--- src/hw/rtl/crm_pkg.sv ---
// ----------------------------------------------------------------------------
// crm_pkg
// Shared constants, arctangent table and cell data types for the radar
// measurement unit.
// ----------------------------------------------------------------------------
package crm_pkg;

    localparam int FRAC_BITS     = 16;
    localparam int CORDIC_STAGES = 24;
    localparam int ANG_BITS      = 30;
    localparam int ANG_SH        = ANG_BITS - FRAC_BITS;
    localparam int SQRT_CELLS    = 32;
    localparam int DIV_CELLS     = 33;

    localparam logic signed [34:0] PI_Q30      = 35'sd3373259426;
    localparam logic signed [34:0] HALF_PI_Q30 = 35'sd1686629713;
    localparam logic [32:0]        RATE_MAX    = 33'd3037000500;

    // atan(2^-i) in Q30, rounded to nearest
    localparam logic [29:0] ATAN_TAB [32] = '{
        30'd843314857, 30'd497837829, 30'd263043837, 30'd133525159,
        30'd67021687,  30'd33543516,  30'd16775851,  30'd8388437,
        30'd4194283,   30'd2097149,   30'd1048576,   30'd524288,
        30'd262144,    30'd131072,    30'd65536,     30'd32768,
        30'd16384,     30'd8192,      30'd4096,      30'd2048,
        30'd1024,      30'd512,       30'd256,       30'd128,
        30'd64,        30'd32,        30'd16,        30'd8,
        30'd4,         30'd2,         30'd1,         30'd0
    };

    typedef struct packed {
        logic signed [63:0] x;
        logic signed [63:0] y;
        logic signed [34:0] z;
        logic               spec;   // axis case: z already final
    } cordic_t;

    typedef struct packed {
        logic [63:0] s;      // radicand bits not yet consumed
        logic [31:0] q;      // partial root
        logic [33:0] rem;    // partial remainder
        logic [63:0] mag;    // dot product magnitude
        logic        neg;    // dot product sign
    } sqrt_t;

    typedef struct packed {
        logic [32:0] num;    // dividend bits not yet consumed
        logic [31:0] rem;
        logic [32:0] q;
        logic [31:0] r;      // divisor, also the range result
        logic        neg;
        logic        zero;
        logic        sat;
    } div_t;

    function automatic logic signed [34:0] atan_q30(input logic [4:0] idx);
        atan_q30 = signed'({5'b0, ATAN_TAB[idx]});
    endfunction

endpackage

--- src/hw/rtl/crm_sqrt_cell.sv ---
// ----------------------------------------------------------------------------
// crm_sqrt_cell
// One restoring square-root step: resolve one root bit per cell.
// ----------------------------------------------------------------------------
module crm_sqrt_cell
    import crm_pkg::*;
(
    input  logic  clk,
    input  logic  en,
    input  sqrt_t cin,
    output sqrt_t cout
);

    sqrt_t       cell_reg;
    sqrt_t       cell_next;
    logic [35:0] t;
    logic [35:0] trial;
    logic [35:0] diff;
    logic        ge;

    always_comb
    begin
        t         = {cin.rem, cin.s[63:62]};
        trial     = {2'b00, cin.q, 2'b01};
        diff      = t - trial;
        ge        = (t >= trial);
        cell_next = cin;
        cell_next.s   = {cin.s[61:0], 2'b00};
        cell_next.q   = {cin.q[30:0], ge};
        cell_next.rem = ge ? diff[33:0] : t[33:0];
    end

    always_ff @(posedge clk)
    begin
        if (en)
        begin
            cell_reg <= cell_next;
        end
    end

    assign cout = cell_reg;

endmodule

--- config.mk ---
export PLATFORM = sky130hd
export DESIGN_NAME = crm_sqrt_cell
export DESIGN_NICKNAME = d
export VERILOG_FILES = /design/src/hw/rtl/crm_pkg.sv /design/src/hw/rtl/crm_sqrt_cell.sv
export SDC_FILE = /design/constraint.sdc
export NUM_CORES = 1
export LEC_CHECK = 0
export BUFFER_PORTS_ARGS = -buffer_cell sky130_fd_sc_hd__buf_2
export CAP_MARGIN = 10
export CORE_UTILIZATION = 30
export DETAILED_ROUTE_END_ITERATION = 10
export GPL_ROUTABILITY_DRIVEN = 0
export PLACE_DENSITY_LB_ADDON = 0.25
export SLEW_MARGIN = 10
export SYNTH_ARGS = -nofsm -noshare
export SYNTH_HDL_FRONTEND = slang
export SYNTH_SLANG_ARGS = --single-unit
--- constraint.sdc ---
create_clock -name clk -period 3.75 [get_ports clk]
set_input_delay 0.75 -clock clk [delete_from_list [all_inputs] [get_ports clk]]
set_output_delay 0.75 -clock clk [all_outputs]
set_load 0.1 [all_outputs]
==> results by group <==
Routing
  – DRT iter0 DRCs: just over 400
  – Routed len/inst: ~18 um
  – Final WL: ~25 mm
  – Via count: between 6k and 7k
  – DRC viols: 0
  – Final antenna-violating net count: 0
  – Pre-Repair DR Iteration Count: 4
  – Drt via density: between 4 and 5

Critical path
  – Max incr delay on CP: 0.31 ns
  – Buffers and inverters on the worst path: 4
  – CP max FO: 47
  – Worst path cell trace: buf_2, inv_1, ha_1, a21o_1, a221oi_1, o31a_1, o221ai_1, a211oi_1, o21a_2, buf_12, clkinv_2, mux2_4
  – Setup crit end kind: flip-flop
  – CP Data Arrival Time: 3.18 ns
  – Critical path class: in2reg
  – CP max stage cell: a221oi_1
  – WP data required: between 3 and 4 ns
  – CP delay by family, top: compound AO/OA/AOI/OAI gates
  – CP startpoint kind: input pin

Synthesis
  – Asr flop ratio synth: 0%
  – Sequential-to-total area share from yosys stat: between 70% and 80%
  – Number of library cell types mapped by synthesis: 62
  – Syn Area/Cell: roughly 14 sq um
  – Synth Warn #: 0
  – Cells after synthesis: ~570
  – Number of synthesized flops with an enable pin: slightly below 200
  – #FFs+latches synth: 193
  – Syn Std Cell Area: roughly 8300 sq um
  – Ys flop type: edfxtp_1

Power
  – LEAKAGE: approximately 5.0 nW
  – PD cells: about 600 nW/um^2
  – Peak supply drop: around 0.27 mV
  – PnR Total Power: just under 7 mW

Timing
  – Worst-margin pin slew: ~0.54 ns
  – FMAX: around 0.33 GHz
  – Period utilisation layout: 80.06%
  – Minimum clock period: around 3.0 ns
  – Endpoints failing hold: 0
  – Setup ws final: ~0.75 ns
  – Max-slew violation count: 0
  – Setup violators final: 0
  – RSZ-0062 raised after global routing: false
  – Worst hold slack: 0.4898 ns
  – Setup_tns: 0 ns
  – Slew margin rel.: roughly 64%

Placed design
  – Hpwl dp: ~19 mm
  – Worst Setup Slack post-DPL: roughly 0.28 ns
  – Port Buffer Count: ~390

Finish
  – Layout Nets: 1210
  – Area Overhead vs Synth: 36.86%
  – Max FFs per register: 193
  – Finished Core Util: a little over two fifths
  – Multi-input gate area: approximately 2200 sq um
  – Share of cells above drive strength 1: between 40% and 50%
  – Fill cells: 2617
  – Register Area: just under 6000 sq um

Clock network
  – Clock sinks: 193
  – H-tree depth: 4
  – Post_cts resized: 0
  – Clock transition at path regs: ~0.090 ns
  – CTS Hold Bufs: 0
  – Cts bufs inserted: 17
  – Root Driver: clkbuf_16
  – Max Buffers Root-to-Sink: 2
  – Post-CTS setup-driven buffer insertion count: 0
  – CTS tree: built

Die
  – Row cnt: 60
  – Die Ht: between 150 and 200 um
  – Die width: 168 um
  – Core Box Area: around 27000 sq um
  – Die area: about 28000 sq um
  – IO Count: slightly below 400
  – Initial Util: around 31%

Hold path
  – Hold_sp: cin[132]
  – Hold Crit Endpoint: cout[134]
  – Hold Crit Class: in2reg
  – Hold Path Depth: 1

Run
  – Max-Cap Viols: 0

Global routing
  – Total track usage: 17.17%
  – Largest net degree at the start of global routing: 60
  – Congestion Overflow GR: 0
  – Initial antenna violation count: 5
  – Vias in the first global route: 5902
  – First-pass GRT wire length: ~36 mm

Run status
  – Outcome: completed
==> power by group <==
group          total [mW]  leakage (nW)  internal, mW  switching, mW
logic                2.28          2.78         0.388           1.89
registers            2.65          1.89          2.61         0.0441
clock network        1.85         0.295         0.909          0.946
total                6.79          4.97          3.91           2.88
==> worst max path at each step <==
stage                         from        to  cells after the start
after floorplan           cin[108]  cout[92]                     10
after global placement    cin[114]  cout[92]                     12
after detailed placement  cin[114]  cout[92]                     12
after CTS                 cin[114]  cout[92]                     12
after global routing       cin[65]  cout[92]                     11
final                     cin[114]  cout[92]                     12
==> per-layer routing <==
metal	track usage, %	vias up	share of wire [%]
li1	-	2951	-
met1	19.59	2879	40
met2	30.96	222	52
met3	5.242	16	6.6
met4	4.627	8	1.1
met5	0	-	0.20
==> metrics by stage <==
stage / std cells / instance area, sq um
after floorplan: 573 / 8270
after global placement: 1301 / 10690
after detailed placement: 1301 / 10690
after CTS: 1333 / 11300
after global routing: 1333 / 11300
final: 1337 / 11310
==> logic make-up after synthesis <==
logic type / after synthesis / share of synthesized area [%]
other cells: 1 / 0.04536
flops: 193 / 70.11
mux: 5 / 0.6659
fa+ha+maj: 34 / 5.146
simple gates: 120 / 6.781
xor+xnor: 27 / 2.861
compound gates: 133 / 11.28
buf+inv: 59 / 3.118
==> placed cells by master, fill, tap and decap left out, types with 5 or more instances in the layout <==
cell / instances
nand3_1: 6
inv_1: 42
clkbuf_16: 17
a21oi_1: 28
edfxtp_1: 193
nor2_1: 18
xor2_1: 13
nand4_1: 6
nand2_1: 58
clkinv_8: 8
nand2b_1: 5
ha_1: 34
buf_4: 12
buf_2: 388
nor3_1: 10
a21o_1: 19
xnor2_1: 14
o21ai_0: 41
==> layout make-up <==
cell class | instances | area share [%]
clock buffers | 17 | 3.760
diodes | 4 | 0.08848
inverters | 43 | 1.438
clock inverters | 15 | 1.670
flip-flops and latches | 193 | 51.23
multi-input cells | 321 | 19.61
repair buffers | 403 | 18.44
well taps | 341 | 3.771
==> Yosys cell counts (all sizes together) (2+ instances only) <==
cell    number  area share, %
and2         5           0.41
nand2b       5           0.38
nor3        10           0.61
a211oi       2           0.33
a31oi        5           0.56
and3         5           0.42
inv         42            1.9
o221ai       2           0.21
a21o        20            1.8
xor2        13            1.4
nor2        18           0.82
clkbuf       7           0.47
o211ai       3           0.33
a31o         2           0.21
nand4        7           0.61
nand3        6           0.36
o41ai        3           0.59
buf          9           0.68
mux2i        4           0.48
ha          34            5.1
o31a         2           0.21
a21boi       2           0.18
xnor2       14            1.5
edfxtp     193             70
o31ai        5           0.51
o21ai       46            2.8
o21a         3           0.27
a21oi       28            1.7
nand2       58            2.6
Power figures use the tool's default switching activity.
