`src/hw/rtl/crm_pkg.sv`:
```
// ----------------------------------------------------------------------------
// crm_pkg
// Shared constants, arctangent table and cell data types for the radar
// measurement unit.
// ----------------------------------------------------------------------------
package crm_pkg;

    localparam int FRAC_BITS     = 16;
    localparam int CORDIC_STAGES = 24;
    localparam int ANG_BITS      = 30;
    localparam int ANG_SH        = ANG_BITS - FRAC_BITS;
    localparam int SQRT_CELLS    = 32;
    localparam int DIV_CELLS     = 33;

    localparam logic signed [34:0] PI_Q30      = 35'sd3373259426;
    localparam logic signed [34:0] HALF_PI_Q30 = 35'sd1686629713;
    localparam logic [32:0]        RATE_MAX    = 33'd3037000500;

    // atan(2^-i) in Q30, rounded to nearest
    localparam logic [29:0] ATAN_TAB [32] = '{
        30'd843314857, 30'd497837829, 30'd263043837, 30'd133525159,
        30'd67021687,  30'd33543516,  30'd16775851,  30'd8388437,
        30'd4194283,   30'd2097149,   30'd1048576,   30'd524288,
        30'd262144,    30'd131072,    30'd65536,     30'd32768,
        30'd16384,     30'd8192,      30'd4096,      30'd2048,
        30'd1024,      30'd512,       30'd256,       30'd128,
        30'd64,        30'd32,        30'd16,        30'd8,
        30'd4,         30'd2,         30'd1,         30'd0
    };

    typedef struct packed {
        logic signed [63:0] x;
        logic signed [63:0] y;
        logic signed [34:0] z;
        logic               spec;   // axis case: z already final
    } cordic_t;

    typedef struct packed {
        logic [63:0] s;      // radicand bits not yet consumed
        logic [31:0] q;      // partial root
        logic [33:0] rem;    // partial remainder
        logic [63:0] mag;    // dot product magnitude
        logic        neg;    // dot product sign
    } sqrt_t;

    typedef struct packed {
        logic [32:0] num;    // dividend bits not yet consumed
        logic [31:0] rem;
        logic [32:0] q;
        logic [31:0] r;      // divisor, also the range result
        logic        neg;
        logic        zero;
        logic        sat;
    } div_t;

    function automatic logic signed [34:0] atan_q30(input logic [4:0] idx);
        atan_q30 = signed'({5'b0, ATAN_TAB[idx]});
    endfunction

endpackage

```
`src/hw/rtl/crm_div_cell.sv`:
```
// ----------------------------------------------------------------------------
// crm_div_cell
// One restoring division step: resolve one quotient bit per cell.
// ----------------------------------------------------------------------------
module crm_div_cell
    import crm_pkg::*;
(
    input  logic clk,
    input  logic en,
    input  div_t cin,
    output div_t cout
);

    div_t        cell_reg;
    div_t        cell_next;
    logic [32:0] t;
    logic [32:0] dvs;
    logic [32:0] diff;
    logic        ge;

    always_comb
    begin
        t         = {cin.rem, cin.num[32]};
        dvs       = {1'b0, cin.r};
        diff      = t - dvs;
        ge        = (t >= dvs);
        cell_next = cin;
        cell_next.num = {cin.num[31:0], 1'b0};
        cell_next.rem = ge ? diff[31:0] : t[31:0];
        cell_next.q   = {cin.q[31:0], ge};
    end

    always_ff @(posedge clk)
    begin
        if (en)
        begin
            cell_reg <= cell_next;
        end
    end

    assign cout = cell_reg;

endmodule

```
`config.mk`:
```
export PLATFORM = sky130hd
export DESIGN_NAME = crm_div_cell
export DESIGN_NICKNAME = d
export VERILOG_FILES = /design/src/hw/rtl/crm_pkg.sv /design/src/hw/rtl/crm_div_cell.sv
export SDC_FILE = /design/constraint.sdc
export NUM_CORES = 1
export LEC_CHECK = 0
export ABC_CLOCK_PERIOD_IN_PS = 7100
export BUFFER_PORTS_ARGS = -buffer_cell sky130_fd_sc_hd__clkbuf_2
export CORE_MARGIN = 2
export CORE_UTILIZATION = 40
export CTS_CLUSTER_DIAMETER = 120
export DETAILED_ROUTE_END_ITERATION = 6
export GPL_TIMING_DRIVEN = 0
export PLACE_DENSITY_LB_ADDON = 0.12
export SETUP_SLACK_MARGIN = 0.2
export SYNTH_ARGS = -nofsm -noshare
export SYNTH_HDL_FRONTEND = slang
export SYNTH_SLANG_ARGS = --single-unit
```
`constraint.sdc`:
```
create_clock -name clk -period 7.1 [get_ports clk]
set_input_delay 1.42 -clock clk [delete_from_list [all_inputs] [get_ports clk]]
set_output_delay 1.42 -clock clk [all_outputs]
set_load 0.02 [all_outputs]
```
==> results.txt <==
Buffers placed on the I/O ports in this run total between 200 and 300. The number of flip-flops in the largest register is about 130. The die boundary height is ~130 µm. TritonCTS built the clock tree. The total of warnings raised by yosys is 0.

The met3 usage is 5.45%. After floorplanning, the core was sized to cover 15300 µm². In the post-synthesis netlist, the biggest area contributors are sky130_fd_sc_hd__edfxtp_1, sky130_fd_sc_hd__ha_1, sky130_fd_sc_hd__a21oi_1, sky130_fd_sc_hd__inv_1, sky130_fd_sc_hd__xnor2_1. In this run, post-CTS hold repair placed 0 buffers. The congestion estimate from routability-driven global placement came to ~0.84. The global routing met1 resource utilization is 23.5%.

The cell repeated most along the worst path is sky130_fd_sc_hd__a2111oi_0. The cell type contributing the most total cell area after synthesis is sky130_fd_sc_hd__edfxtp_1. The kind of start point of the critical path is an input pin. The minimum period implied by the final worst setup slack is approximately 3.9 ns. Clock tree synthesis selected as its root buffer the cell sky130_fd_sc_hd__clkbuf_16. The initial standard-cell utilization of the core came out at 41.2%. The deepest clock path buffer count is 2. The number of nets handed over by synthesis was around 660. Following the worst setup path forward leads to its endpoint at cout[99]$_DFFE_PP_. The total negative slack came out at 0 ns. Buffers inserted during clock tree synthesis total 17.

In the routed design, unresolved DRC markers number 0. The fill cell total of the finished layout is roughly 1400. The final period utilization came out at between 50% and 60%. In the global route stage, met2 resource usage came out at 33.1%. The width of the chip is approximately 130 µm. The number of distinct standard cells referenced by the synthesized netlist came out at 50.

The number of buffers added for setup after CTS is 0. The power per standard cell area is 275 nW/µm². The critical path capture point type is a flop. The number of placement rows came out at 45. The number of nets in the finished design came out at 946. The worst path arrival time came out at slightly above 4 ns. Counting flops and latches in the post-synthesis netlist gives 132. The fraction of the yosys area taken by sequential cells came out at a little over three fifths. In the synthesized netlist, the cells that appear most often are sky130_fd_sc_hd__edfxtp_1, sky130_fd_sc_hd__a21oi_1, sky130_fd_sc_hd__inv_1.

The first global-routing pass estimated ~25 mm of wire. The area taken by multi-input logic gates came out at between 2000 and 2500 µm². The startpoint identified for the worst hold timing path is cin[58]. The detailed router finished its first iteration with 295 violations. Timing analysis after detailed placement gives a worst setup slack of ~2.8 ns.

The via count of the first global-routing pass came out at about 4700. The reported leakage power is 3.87 nW. The slew of the pin with the lowest slew margin is roughly 0.8 ns. The most common cell in the synthesized netlist is sky130_fd_sc_hd__edfxtp_1. The area growth from synthesis to final layout is 35.2%. The headroom to the max-slew limit is 45.5%. The synthesized area came out at ~6300 µm².

The total count of max-transition violations in the final report is 0. The number of antenna violations at the first check in global routing is 0. The launch point of the critical path is cin[11]. The maximum clock frequency is around 260 MHz. The routed length per instance came out at between 15 and 20 µm.

At the worst endpoint, the required time is around 7.3 ns. The total number of vias came out at between 4000 and 5000. After synthesis, the share of flip-flops with an asynchronous set or reset is 0%.

The first detailed-routing pass took 5 iterations. The final number of hold-violating endpoints came to 0. The number of nets still failing antenna checks after routing came out at 0.

The classification of the worst-slack hold path is input pin to flop. The maximum fanout encountered on the critical timing path came out at 8. The final worst slack came out at 3.22 ns. The largest single stage delay on the critical path is around 0.58 ns.

The detailed placer's ending HPWL is about 13 mm. The number of violations of the max-capacitance limit is 0. For this design the top-level I/O count stands at about 270. The TritonCTS sink count is around 130. The slowest stage of the critical path is the sky130_fd_sc_hd__a2111oi_0 cell.

In this run, post-CTS repair resized a total of 0 instances. The count of final setup violators came out at 0. After technology mapping, the gate count stands at between 400 and 500. Setup repair after global routing left no endpoint under its margin. The critical path goes through clkbuf_2 -> inv_1 -> ha_1 -> clkbuf_1 -> a21oi_1 -> o21ai_1 -> a2111oi_0 -> nor2_1 -> a2111oi_0 -> o31ai_1 -> xor2_1 -> mux2_4. After clock tree synthesis, the clock-pin slew on the worst setup and hold paths is about 0.060 ns.

Summed over all layers, the routed wires come to approximately 16 mm. The flow ran to the end, and the final reports show no timing, DRC or antenna violations. Using the TritonRoute via totals, the vias-per-cell ratio works out to approximately 5. The sequential cell area came out at between 3000 and 4000 µm². For this run the aggregate overflow at the end of global routing stands at 0. The number of synthesized flops with an enable pin came out at between 100 and 150. The most common flop cell mapped by yosys is sky130_fd_sc_hd__edfxtp_1. The synthesized area per cell is 12.8 µm².

The fraction of final layout cells with drive strength greater than 1 is between 40% and 50%. The global routing stage identified its most utilized layer as met2. The peak ir drop on the vdd network is ~0.14 mV.

The die footprint is between 15000 and 20000 µm². The critical path start-end classification is input pin to flop. The area share of the leading cell type in the synthesized netlist came out at between 60% and 70%. The maximum level of the CTS H-tree came out at 4. The largest net degree at the start of global routing is between 80 and 90. For this run, the total global-route usage over all layers was measured as between 10% and 20%. 0 antenna diodes ended up in the layout.
[layout make-up]
class                   instances  area share [%]
plain buffers                  18            1.40
clock buffers                  17            4.99
clock inverters                14            1.95
inverters                      46            2.03
multi-input cells             297            24.0
flip-flops and latches        132            46.5
well taps                     211            3.10
repair buffers                266            16.0
[placed cells by master, fill, tap and decap left out, types with 8 or more instances in the layout]
cell / Yosys / layout
sky130_fd_sc_hd__a21o_1: 8 / 8
sky130_fd_sc_hd__a21oi_1: 54 / 54
sky130_fd_sc_hd__clkbuf_16: 0 / 17
sky130_fd_sc_hd__clkbuf_2: 0 / 264
sky130_fd_sc_hd__edfxtp_1: 132 / 132
sky130_fd_sc_hd__ha_1: 32 / 32
sky130_fd_sc_hd__inv_1: 46 / 46
sky130_fd_sc_hd__mux2_4: 8 / 8
sky130_fd_sc_hd__nand2_1: 24 / 24
sky130_fd_sc_hd__nand3_1: 8 / 8
sky130_fd_sc_hd__nand4_1: 8 / 8
sky130_fd_sc_hd__nor2_1: 37 / 37
sky130_fd_sc_hd__o21ai_0: 17 / 17
sky130_fd_sc_hd__xnor2_1: 16 / 16
sky130_fd_sc_hd__xor2_1: 10 / 10
[cell families (layout without fill, tap and decap cells)]
logic type | Yosys count | after routing | synth area share [%]
mux | 10 | 10 | 2.22
xor+xnor | 26 | 26 | 3.61
fa+ha+maj | 33 | 33 | 6.67
compound gates | 120 | 120 | 11.6
other cells | 1 | 1 | 0.0595
flops | 132 | 132 | 62.9
simple gates | 107 | 107 | 8.30
buf+inv | 64 | 361 | 4.63
[per-layer routing]
metal	routed length (µm)	share of wire, %
met4	313	1.9
met2	8230	50
met3	1320	8.0
met5	0	0
met1	6610	40
[worst min path at each step]
stage	end	slack (ns)	cells after the start
3_3_place_gp	cout[44]$_DFFE_PP_	1.60	1
2_1_floorplan	cout[0]$_DFFE_PP_	1.52	0
3_5_place_dp	cout[126]$_DFFE_PP_	1.60	1
4_1_cts	cout[125]$_DFFE_PP_	1.15	1
6_report	cout[59]$_DFFE_PP_	1.17	1
5_1_grt	cout[62]$_DFFE_PP_	1.15	1
[critical path, delay by kind of cell]
family | cells | cell delay [ns]
compound gates | 5 | 1.41
buf+inv | 3 | 0.34
mux | 1 | 0.26
xor+xnor | 1 | 0.16
fa+ha+maj | 1 | 0.27
simple gates | 1 | 0.21
[report_power, final]
group	internal [mW]	switching, mW
clock	0.526	0.366
combinational	0.182	0.298
sequential	0.953	0.0207
total	1.66	0.685
[per-stage QoR]
step                cell area (µm²)  total power [mW]  utilization (%)  hold WS (ns)  cells
floorplan                      6300              1.29                -          1.52    493
global placement               7890              1.47             51.5          1.60    969
detailed placement             7930              1.47             51.8          1.60    970
CTS                            8520              2.37             55.6          1.15   1001
global route                   8520              2.44             55.6          1.15   1001
finish                         8520              2.35             55.6          1.17   1001
No activity file was read; power rests on OpenSTA's default activity.
